### src/design/hns_pkg.sv
`default_nettype none
// ---------------------------------------------------------------------------
// hns_pkg: shared types and constants of the height map normal stream
// Holds the register layout, the controller state type and the command and
// status bundles that pass between the controller and the datapath.
// ---------------------------------------------------------------------------
package hns_pkg;

   localparam int MAX_COLS_DEFAULT    = 1024;
   localparam int HEIGHT_BITS_DEFAULT = 16;
   localparam int MAX_ROWS            = 4096;

   localparam int COLS_REG_W = 11;
   localparam int ROWS_REG_W = 13;
   localparam int ROW_CNT_W  = 12;
   localparam int CSR_DATA_W = 13;

   localparam int QUOT_W   = 31;
   localparam int ROOT_W   = 16;
   localparam int STEP_W   = 5;
   localparam int NORM_W   = 16;
   localparam int NORM_Z_W = 15;

   localparam logic CSR_COLS = 1'b0;
   localparam logic CSR_ROWS = 1'b1;

   typedef enum logic [3:0] {
      ST_IDLE,
      ST_SKIP,
      ST_RD_C,
      ST_RD_L,
      ST_RD_R,
      ST_GRAB,
      ST_DIFF,
      ST_MULT,
      ST_SUM,
      ST_DIV_LOAD,
      ST_DIV,
      ST_ROOT_LOAD,
      ST_ROOT,
      ST_COMP_DONE,
      ST_FIN
   } state_type;

   typedef enum logic [1:0] {
      COMP_X,
      COMP_Y,
      COMP_Z
   } comp_type;

   typedef struct packed {
      logic     latch_h;
      logic     mem_we;
      logic     wr_sel;
      logic     done_sel;
      logic     cap_centre;
      logic     cap_left;
      logic     cap_right;
      logic     up_centre;
      logic     down_centre;
      logic     diff;
      logic     mult;
      logic     sum;
      logic     div_load;
      logic     div_step;
      logic     root_load;
      logic     root_step;
      logic     comp_store;
      comp_type comp;
      logic     out_load;
      logic     eof;
   } dp_cmd_type;

   typedef struct packed {
      logic out_free;
   } dp_status_type;

endpackage
`default_nettype wire

### src/design/hns_ctrl.sv
`default_nettype none
// ---------------------------------------------------------------------------
// hns_ctrl: sequencer of the height map normal stream
// Keeps the frame counters and configuration, decides what each beat does
// and steps the datapath through reads, squaring, division and square root.
// ---------------------------------------------------------------------------
module hns_ctrl #(
   parameter int MAX_COLS = hns_pkg::MAX_COLS_DEFAULT
) (
   input  wire                            clock,
   input  wire                            reset,
   input  wire                            req_valid,
   output logic                           req_stall,
   input  wire                            req_type,
   input  wire                            csr_write_enable,
   input  wire                            csr_index,
   input  wire  [hns_pkg::CSR_DATA_W-1:0] csr_data,
   output logic [$clog2(MAX_COLS)-1:0]    addr,
   output hns_pkg::dp_cmd_type            cmd,
   input  hns_pkg::dp_status_type         status
);
   import hns_pkg::*;

   localparam int ADDR_W = $clog2(MAX_COLS);
   localparam int CNT_W  = ADDR_W + 1;
   localparam int CMP_W  = (CNT_W > COLS_REG_W) ? CNT_W : COLS_REG_W;

   state_type             state_ff, state_in;
   logic [COLS_REG_W-1:0] cols_ff;
   logic [ROWS_REG_W-1:0] rows_ff;
   logic [ADDR_W-1:0]     col_ff;
   logic [ROW_CNT_W-1:0]  row_ff;
   logic                  sel_ff;
   logic                  drain_ff;
   logic [ADDR_W-1:0]     c_ff;
   logic                  item_drain_ff;
   logic                  item_write_ff;
   logic                  down_c_ff;
   comp_type              comp_ff;
   logic [STEP_W-1:0]     step_ff;

   logic [CMP_W-1:0]      cols_wide;
   logic [CNT_W-1:0]      cols_eff;
   logic [CNT_W-1:0]      cols_m1;
   logic [ROWS_REG_W-1:0] rows_eff;
   logic [ADDR_W-1:0]     c_now;
   logic                  c_last;
   logic                  accept;
   logic                  emit;
   logic                  upd;
   logic                  row_more;

   always_comb begin
      cols_wide = CMP_W'(cols_ff);
      if (cols_wide == '0) begin
         cols_eff = CNT_W'(1);
      end else if (cols_wide > CMP_W'(MAX_COLS)) begin
         cols_eff = CNT_W'(MAX_COLS);
      end else begin
         cols_eff = CNT_W'(cols_wide);
      end
      cols_m1 = cols_eff - CNT_W'(1);
      if (rows_ff == '0) begin
         rows_eff = ROWS_REG_W'(1);
      end else if (rows_ff > ROWS_REG_W'(MAX_ROWS)) begin
         rows_eff = ROWS_REG_W'(MAX_ROWS);
      end else begin
         rows_eff = rows_ff;
      end
      c_now    = ({1'b0, col_ff} >= cols_eff) ? cols_m1[ADDR_W-1:0] : col_ff;
      c_last   = ({1'b0, c_ff} + CNT_W'(1)) >= cols_eff;
      row_more = ({1'b0, row_ff} + ROWS_REG_W'(1)) < rows_eff;
      accept   = req_valid && (state_ff == ST_IDLE);
      emit     = drain_ff ? req_type : (!req_type && (row_ff != '0));
      upd      = ((state_ff == ST_FIN) && status.out_free) ||
                 ((state_ff == ST_SKIP) && item_write_ff);
   end

   // Next state.
   always_comb begin
      state_in = state_ff;
      case (state_ff)
         ST_IDLE: begin
            if (accept) begin
               state_in = emit ? ST_RD_C : ST_SKIP;
            end
         end
         ST_SKIP:      state_in = ST_IDLE;
         ST_RD_C:      state_in = ST_RD_L;
         ST_RD_L:      state_in = ST_RD_R;
         ST_RD_R:      state_in = ST_GRAB;
         ST_GRAB:      state_in = ST_DIFF;
         ST_DIFF:      state_in = ST_MULT;
         ST_MULT:      state_in = ST_SUM;
         ST_SUM:       state_in = ST_DIV_LOAD;
         ST_DIV_LOAD:  state_in = ST_DIV;
         ST_DIV: begin
            if (step_ff == STEP_W'(QUOT_W - 1)) begin
               state_in = ST_ROOT_LOAD;
            end
         end
         ST_ROOT_LOAD: state_in = ST_ROOT;
         ST_ROOT: begin
            if (step_ff == STEP_W'(ROOT_W - 1)) begin
               state_in = ST_COMP_DONE;
            end
         end
         ST_COMP_DONE: state_in = (comp_ff == COMP_Z) ? ST_FIN : ST_DIV_LOAD;
         ST_FIN: begin
            if (status.out_free) begin
               state_in = ST_IDLE;
            end
         end
         default:      state_in = ST_IDLE;
      endcase
   end

   // Outputs to the datapath, and the request stall.
   always_comb begin
      cmd             = '0;
      cmd.done_sel    = ~sel_ff;
      cmd.wr_sel      = sel_ff;
      cmd.up_centre   = item_drain_ff;
      cmd.down_centre = down_c_ff;
      cmd.comp        = comp_ff;
      cmd.eof         = item_drain_ff && c_last;
      req_stall       = (state_ff != ST_IDLE);
      addr            = c_ff;
      case (state_ff)
         ST_IDLE:      cmd.latch_h = accept;
         ST_SKIP:      cmd.mem_we = item_write_ff;
         ST_RD_C:      addr = c_ff;
         ST_RD_L: begin
            addr           = (c_ff == '0) ? c_ff : c_ff - ADDR_W'(1);
            cmd.cap_centre = 1'b1;
         end
         ST_RD_R: begin
            addr         = c_last ? c_ff : c_ff + ADDR_W'(1);
            cmd.cap_left = 1'b1;
         end
         ST_GRAB:      cmd.cap_right = 1'b1;
         ST_DIFF:      cmd.diff = 1'b1;
         ST_MULT:      cmd.mult = 1'b1;
         ST_SUM:       cmd.sum = 1'b1;
         ST_DIV_LOAD:  cmd.div_load = 1'b1;
         ST_DIV:       cmd.div_step = 1'b1;
         ST_ROOT_LOAD: cmd.root_load = 1'b1;
         ST_ROOT:      cmd.root_step = 1'b1;
         ST_COMP_DONE: cmd.comp_store = 1'b1;
         ST_FIN: begin
            cmd.out_load = status.out_free;
            cmd.mem_we   = status.out_free && !item_drain_ff;
         end
         default:      cmd = '0;
      endcase
   end

   always_ff @(posedge clock) begin
      if (reset) begin
         state_ff <= ST_IDLE;
         cols_ff  <= COLS_REG_W'(1024);
         rows_ff  <= ROWS_REG_W'(1024);
         col_ff   <= '0;
         row_ff   <= '0;
         sel_ff   <= 1'b0;
         drain_ff <= 1'b0;
         comp_ff  <= COMP_X;
         step_ff  <= '0;
      end else begin
         state_ff <= state_in;
         if (csr_write_enable) begin
            if (csr_index == CSR_COLS) begin
               cols_ff <= csr_data[COLS_REG_W-1:0];
            end else begin
               rows_ff <= csr_data;
            end
            col_ff   <= '0;
            row_ff   <= '0;
            sel_ff   <= 1'b0;
            drain_ff <= 1'b0;
         end else if (upd) begin
            if (item_drain_ff) begin
               if (c_last) begin
                  col_ff   <= '0;
                  row_ff   <= '0;
                  sel_ff   <= 1'b0;
                  drain_ff <= 1'b0;
               end else begin
                  col_ff <= c_ff + ADDR_W'(1);
               end
            end else if (!c_last) begin
               col_ff <= c_ff + ADDR_W'(1);
            end else begin
               col_ff <= '0;
               sel_ff <= ~sel_ff;
               if (row_more) begin
                  row_ff <= row_ff + ROW_CNT_W'(1);
               end else begin
                  drain_ff <= 1'b1;
               end
            end
         end
         if (state_ff == ST_SUM) begin
            comp_ff <= COMP_X;
         end else if (state_ff == ST_COMP_DONE) begin
            case (comp_ff)
               COMP_X:  comp_ff <= COMP_Y;
               COMP_Y:  comp_ff <= COMP_Z;
               default: comp_ff <= COMP_Z;
            endcase
         end
         if ((state_ff == ST_DIV_LOAD) || (state_ff == ST_ROOT_LOAD)) begin
            step_ff <= '0;
         end else if ((state_ff == ST_DIV) || (state_ff == ST_ROOT)) begin
            step_ff <= step_ff + STEP_W'(1);
         end
      end
   end

   // Beat context, captured when a beat is taken.
   always_ff @(posedge clock) begin
      if (accept) begin
         c_ff          <= c_now;
         item_drain_ff <= drain_ff;
         item_write_ff <= !drain_ff && !req_type;
         down_c_ff     <= drain_ff ? (rows_eff < ROWS_REG_W'(2)) :
                                     (row_ff < ROW_CNT_W'(2));
      end
   end

endmodule
`default_nettype wire

### config.mk
export PLATFORM = sky130hd
export DESIGN_NAME = hns_ctrl
export DESIGN_NICKNAME = d
export VERILOG_FILES = /design/src/design/hns_pkg.sv /design/src/design/hns_ctrl.sv
export SDC_FILE = /design/constraint.sdc
export NUM_CORES = 1
export LEC_CHECK = 0
export ABC_AREA = 1
export BUFFER_PORTS_ARGS = -buffer_cell sky130_fd_sc_hd__buf_4
export CAP_MARGIN = 30
export CORE_MARGIN = 2
export CORE_UTILIZATION = 55
export CTS_CLUSTER_DIAMETER = 100
export DETAILED_ROUTE_END_ITERATION = 10
export PLACE_DENSITY_LB_ADDON = 0.25
export SLEW_MARGIN = 15
export SYNTH_ARGS = -nofsm -noshare
export SYNTH_HDL_FRONTEND = slang
export SYNTH_SLANG_ARGS = --single-unit
### constraint.sdc
create_clock -name clock -period 7.1 [get_ports clock]
set_input_delay 0.355 -clock clock [delete_from_list [all_inputs] [get_ports clock]]
set_output_delay 0.355 -clock clock [all_outputs]
set_load 0.05 [all_outputs]
==> results.yml, run 1 <==
final_layout:
  final_cell_area_um2: 5900
  syn_to_final_growth_pct: 12.9
  drive_gt1_share_pct: 12.9
  nNetsFinal: 895
  final_cells: 967
  diodes: 0
logic_synthesis:
  yosys-top-cells-area: "dfxtp_1 (23%), nor2_1 (12%), nand2_1 (10%)"
  synthCells: 788
  syn_area_um2: 5230
  synth_most_common_cell: "nor2_1"
  synthTopCellsByCount: "nor2_1 (161), nand2_1 (144), inv_1 (87)"
  ys.flop_type: "dfxtp_1"
  synth_cell_types: 44
  ys_async_sr_fraction_pct: 0
  synth_edf_count: 13
  synth.net_count: 850
  ys_seq_elements: 72
  synth_largest_area_cell: "dfxtp_1"
  yosysWarnings: 0
  yosys.area.top_type_share_pct: 22.6
  synth_seq_area_share_pct: 30.1
  syn_avg_cell_area_um2: 6.63
worst_setup_path:
  max_stage_delay_ns: 0.41
  reg2reg_slack_ns: 3.92
  cp_top_family: "simple AND/OR/NAND/NOR gates"
  timing.rr.start: "c_ff[0]"
  start_kind: "flop"
  arrival_ns: 3.71
  rr_worst_depth: 17
  cp_cell_sequence: "inv_1 > nor3_2 > nand3_1 > nor2_2 > nand2_1 > xor2_1 > inv_1 > ha_1 > nand2_1 > o21ai_1 > a21oi_1 > nand3_2 > inv_4 > ha_1 > o22ai_1 > a211o_1 > buf_4"
  cp_max_fo: 14
  cp_num_buf_inv: 4
  end_kind: "primary output"
  critPathKind: "flop to primary output"
  critPathRequiredTime_ns: 6.74
  regToRegEndpoint: "sel_ff"
  crit_slowest_cell: "edfxtp_1"
cts:
  cts_made_buffers: 9
  cts_tree: "yes"
  clkLatencyLatePin_ns: 0.36
  htreeDepth: 3
  clock-root-buffer: "clkbuf_8"
  cts_hold_buf: 0
  clock_path_buffers: 2
  cts.clk_slew.worst_paths_ns: 0.07
  cts_resized: 0
  cts_sinks: 72
  postCtsSetupRepairBufs: 0
floorplanning:
  die-area_um2: 10300
  rows: 35
  start_util_pct: 56.6
  dieHeight_um: 101
  coreArea_um2: 9240
  ioPinCount: 52
  die_w_um: 101
hold_path:
  hold_depth: 2
  worstHoldStart: "reset"
  min_to: "state_ff[2]"
  hold_class: "primary input to flop"
pwr:
  peakVddDrop_mv: 0.173
  p_per_area_nw_per_um2: 243
  leakagePower_uw: 0.00274
timing:
  finalHoldViolations: 0
  tightest_slew_ns: 0.747
  min_period_ns: 4.07
  setup_viol: 0
  max_freq_ghz: 0.246
  fin_setup_tns_ns: 0
  timing.final.crit_share_pct: 57.3
  rsz0062_at_grt: "false"
  skew_ns: 0.0144
  report.final.slew_viol_count: 0
  slew_headroom_pct: 50.0
route:
  ant_nets: 0
  routed_via_density: 5.45
  vias: 5272
  wl_per_cell_um: 14.0
  drt-initial-drc-count: 330
  routed_wl_um: 13600
  dr.pass1.iters: 5
  drc: 0
grt:
  grt_pass1_vias: 4860
  grt_pass1_wl_um: 22500
  grt-ovfl-total: 0
  grt_max_degree: 27
  antenna_found_initial: 0
  grt_usage_pct: 27.5
flow_run:
  cap_violations: 0
placement:
  postPlaceCellArea_um2: 5680
  dp.cells: 951
  routabilityCongestion: 0.970
  numPortBuffers: 51
  place_hpwl_um: 10800
run_status:
  status: "completed"
==> flip-flops by register name, summed over array words and instances, names as in the netlist <==
register and cells:
row_ff 12, item_write_ff 1, state_ff 4, comp_ff 2
rows_ff 13, step_ff 5, item_drain_ff 1, cols_ff 11
c_ff 10, down_c_ff 1, col_ff 10, sel_ff 1
drain_ff 1
==> per-layer routing <==
metal | vias up | global-route usage [%] | wire, um
met2 | 167 | 44.2 | 6130
met4 | 0 | 9.15 | 197
met5 | - | 0 | 0
met1 | 2412 | 38.4 | 6590
met3 | 20 | 3.31 | 653
li1 | 2673 | - | -
==> power by group <==
group / internal, uW / switching, uW
registers: 464 / 45.2
logic: 172 / 383
clock network: 209 / 164
total: 845 / 592
==> cell usage in the layout (no fill, tap or decap), types with 4 or more instances in the layout <==
cell type,count
nor3_1,10
xor2_1,13
nand3_2,4
nand2_1,144
nand3_1,36
nand4_1,11
edfxtp_1,13
inv_2,14
dfxtp_1,59
a21oi_1,52
inv_1,87
nor4_1,6
o21ai_0,64
ha_1,42
a211oi_1,5
nor2_2,6
clkbuf_8,10
o211ai_1,6
o21ai_1,4
nand2_2,6
nor2_1,161
buf_4,53
==> worst max-delay path by stage <==
stage / from / end / slack, ns / depth (start not counted)
6_report: c_ff[0] / addr[0] / 3.03 / 17
5_1_grt: c_ff[1] / addr[0] / 2.71 / 19
4_1_cts: c_ff[0] / addr[0] / 3.08 / 17
3_5_place_dp: c_ff[0] / addr[0] / 3.47 / 17
3_3_place_gp: c_ff[2] / addr[0] / 3.57 / 17
2_1_floorplan: c_ff[2] / addr[2] / 3.32 / 16
==> cell type report <==
type                       count  area, um2
sequential                    72       1570
clock inverter                 6       91.3
multi-input combinational    595       3160
tap                          129        161
timing repair buffer          53        398
inverter                     102        385
fill                         841       3340
clock buffer                  10        138
==> worst reg2reg max path, stage by stage (launching register included) <==
cell and delay, ns:
edfxtp_1 0.41, inv_1 0.17, nor3_2 0.18, nand3_1 0.16
nor2_2 0.15, nand2_1 0.07, xor2_1 0.21, inv_1 0.08
ha_1 0.30, nand2_1 0.07, nor2_1 0.15, nand3_1 0.10
nand3_2 0.27, inv_4 0.13, nor2_8 0.29, inv_1 0.10
o21ai_1 0.17, a21oi_1 0.06
==> through the flow <==
step                      hold slack (ns)  utilization [%]  setup slack (ns)  power, uW
after floorplan                     0.424                -              3.32        914
after global placement              0.454             61.4              3.57       1050
after detailed placement            0.461             61.4              3.47       1060
after CTS                           0.203             63.9              3.08       1430
after global routing                0.206             63.9              2.71       1520
final                               0.211             63.9              3.03       1440
==> kinds of logic after synthesis <==
group	share of synthesized area (%)
AOI/OAI and AO/OA	14.3
xor gates and xnor gates	2.68
adders and majority gates	10.1
buffers and inverters	9.50
DFF	30.1
and+or+nand+nor	33.4
Power figures use the tool's default switching activity.
==> inputs of run 2 (changes only) <==
- clock period: 7.1 -> 3.81 ns (I/O delays scaled with it)
==> results.yml, run 2 (synthesized netlist as in run 1, its figures left out) <==
final_layout:
  drive_gt1_share_pct: 13.8
  largest_reg_flops: 13
  final_cells: 969
  nNetsFinal: 897
  mostFrequentLayoutCells: "nor2_1 (159), nand2_1 (144), inv_1 (86), o21ai_0 (63), dfxtp_1 (59)"
  diodes: 0
  largestRegisters: "rows_ff x13, row_ff x12, cols_ff x11"
  fill_cells: 856
  layout_commonest_cell: "nor2_1"
  syn_to_final_growth_pct: 12.5
  regMostFlops: "rows_ff"
timing:
  hold_slack_ns: 0.0494
  min_period_ns: 3.67
  finalHoldViolations: 0
  skew_ns: 0.00839
  timing.final.crit_share_pct: 96.4
  tightest_slew_ns: 0.767
  slew_headroom_pct: 48.7
  report.final.slew_viol_count: 0
  rsz0062_at_grt: "true"
  max_freq_ghz: 0.272
  setup_viol: 0
pwr:
  p_per_area_nw_per_um2: 430
  leakagePower_uw: 0.00273
  peakVddDrop_mv: 0.242
worst_setup_path:
  cp_max_fo: 8
  end_kind: "primary output"
  timing.rr.start: "c_ff[2]"
  start_kind: "flop"
  reg2reg_slack_ns: 0.83
  crit_top_cell: "inv_1"
  regToRegEndpoint: "drain_ff"
  cp_cell_sequence: "ha_2 > nand3_1 > nor2_1 > inv_1 > nor2_1 > inv_1 > o21ai_0 > nand2_1 > inv_1 > ha_1 > a21oi_1 > o21ai_1 > a21oi_1 > nand3_2 > inv_4 > ha_1 > o22ai_1 > a211o_1 > buf_4"
  arrival_ns: 3.48
  critPathKind: "flop to primary output"
  rr_worst_depth: 17
  crit_slowest_cell: "edfxtp_1"
  max_stage_delay_ns: 0.41
  critPathRequiredTime_ns: 3.62
hold_path:
  hold_depth: 2
  worstHoldStart: "reset"
  min_to: "state_ff[1]"
  hold_class: "primary input to flop"
placement:
  routabilityCongestion: 0.980
  dp.cells: 952
  place_hpwl_um: 10900
  numPortBuffers: 51
route:
  drc: 0
  wl_per_cell_um: 14.1
  routed_via_density: 5.47
  dr.pass1.iters: 5
  routed_wl_um: 13600
  drt-initial-drc-count: 285
  ant_nets: 0
  vias: 5303
cts:
  cts_made_buffers: 9
  cts.clk_slew.worst_paths_ns: 0.08
  cts_tree: "yes"
  clock_path_buffers: 2
  htreeDepth: 3
  cts_sinks: 72
  clock-root-buffer: "clkbuf_8"
  clkLatencyLatePin_ns: 0.35
  cts_hold_buf: 0
run_status:
  status: "completed"
floorplanning:
  coreArea_um2: 9240
  start_util_pct: 56.6
  die-area_um2: 10300
  dieHeight_um: 101
  rows: 35
  ioPinCount: 52
  die_w_um: 101
grt:
  antenna_found_initial: 0
  grt_pass1_wl_um: 22400
  grt-ovfl-total: 0
  grt_usage_pct: 27.4
  grt_pass1_vias: 4788
  grt_max_degree: 27
flow_run:
  cap_violations: 0
==> run 2: changes by cell type in the layout (fill, tap and decap cells not counted), sizes merged <==
cell      delta
clkinv       +1
clkinvlp     +1
bufinv       -2
buf          +2
==> run 2: routing by layer <==
layer	GRT usage [%]	vias to the layer above	part of all wire, %
li1	-	2678	-
met1	37.4	2417	46
met2	45.5	192	47
met3	4.21	16	6.1
met4	6.76	0	1.2
met5	0	-	0
==> run 2: how the worst max path moves through the flow <==
stage / start / endpoint / cells past startpoint
floorplan: c_ff[2] / addr[2] / 16
global placement: c_ff[2] / addr[0] / 17
detailed placement: c_ff[2] / addr[0] / 17
CTS: c_ff[2] / addr[0] / 17
global route: c_ff[2] / addr[0] / 17
finish: c_ff[0] / addr[0] / 19
==> run 2: critical path: cells and delay by family, from the launching register on <==
family	cells	cell delay, ns
AO/OA/AOI/OAI	6	0.89
adder cells (fa/ha/maj)	3	0.72
AND/OR/NAND/NOR	5	0.55
buffers and inverters	5	0.55
flip-flops	1	0.41
==> run 2: area by class of cell <==
class | count | area [um2] | area share (%)
Clock inverter | 6 | 33.8 | 0.574
Tap cell | 129 | 161 | 2.74
Multi-Input combinational cell | 595 | 3180 | 54.1
Sequential cell | 72 | 1570 | 26.7
Inverter | 102 | 385 | 6.55
Timing Repair Buffer | 55 | 413 | 7.02
Clock buffer | 10 | 138 | 2.34
==> run 2: repair_timing <==
| item | 4_1_cts | 5_1_grt |
|---|---|---|
| endpoints found under the hold margin | 0 | 0 |
| gates resized for setup | 0 | 7 |
| setup buffers | 0 | 1 |
| setup endpoints to repair | 0 | 10 |
==> run 2: where the power goes <==
| part | internal (uW) | switching (uW) | total, uW | leakage [uW] |
|---|---|---|---|---|
| registers | 865 | 87.1 | 952 | 0.000606 |
| logic | 329 | 714 | 1040 | 0.00203 |
| clock network | 250 | 285 | 535 | 0.0000921 |
| total | 1440 | 1090 | 2530 | 0.00273 |
==> run 2: stage by stage <==
step | setup slack [ns] | power [uW] | TNS, ns | util [%] | instance area, um2
finish | 0.137 | 2530 | 0 | 63.7 | 5880
global route | -0.0686 | 2690 | -0.133 | 63.7 | 5880
CTS | 0.150 | 2510 | 0 | 63.4 | 5850
detailed placement | 0.553 | 1980 | 0 | 61.5 | 5680
global placement | 0.706 | 1960 | 0 | 61.5 | 5680
floorplan | 0.199 | 1700 | 0 | - | 5230
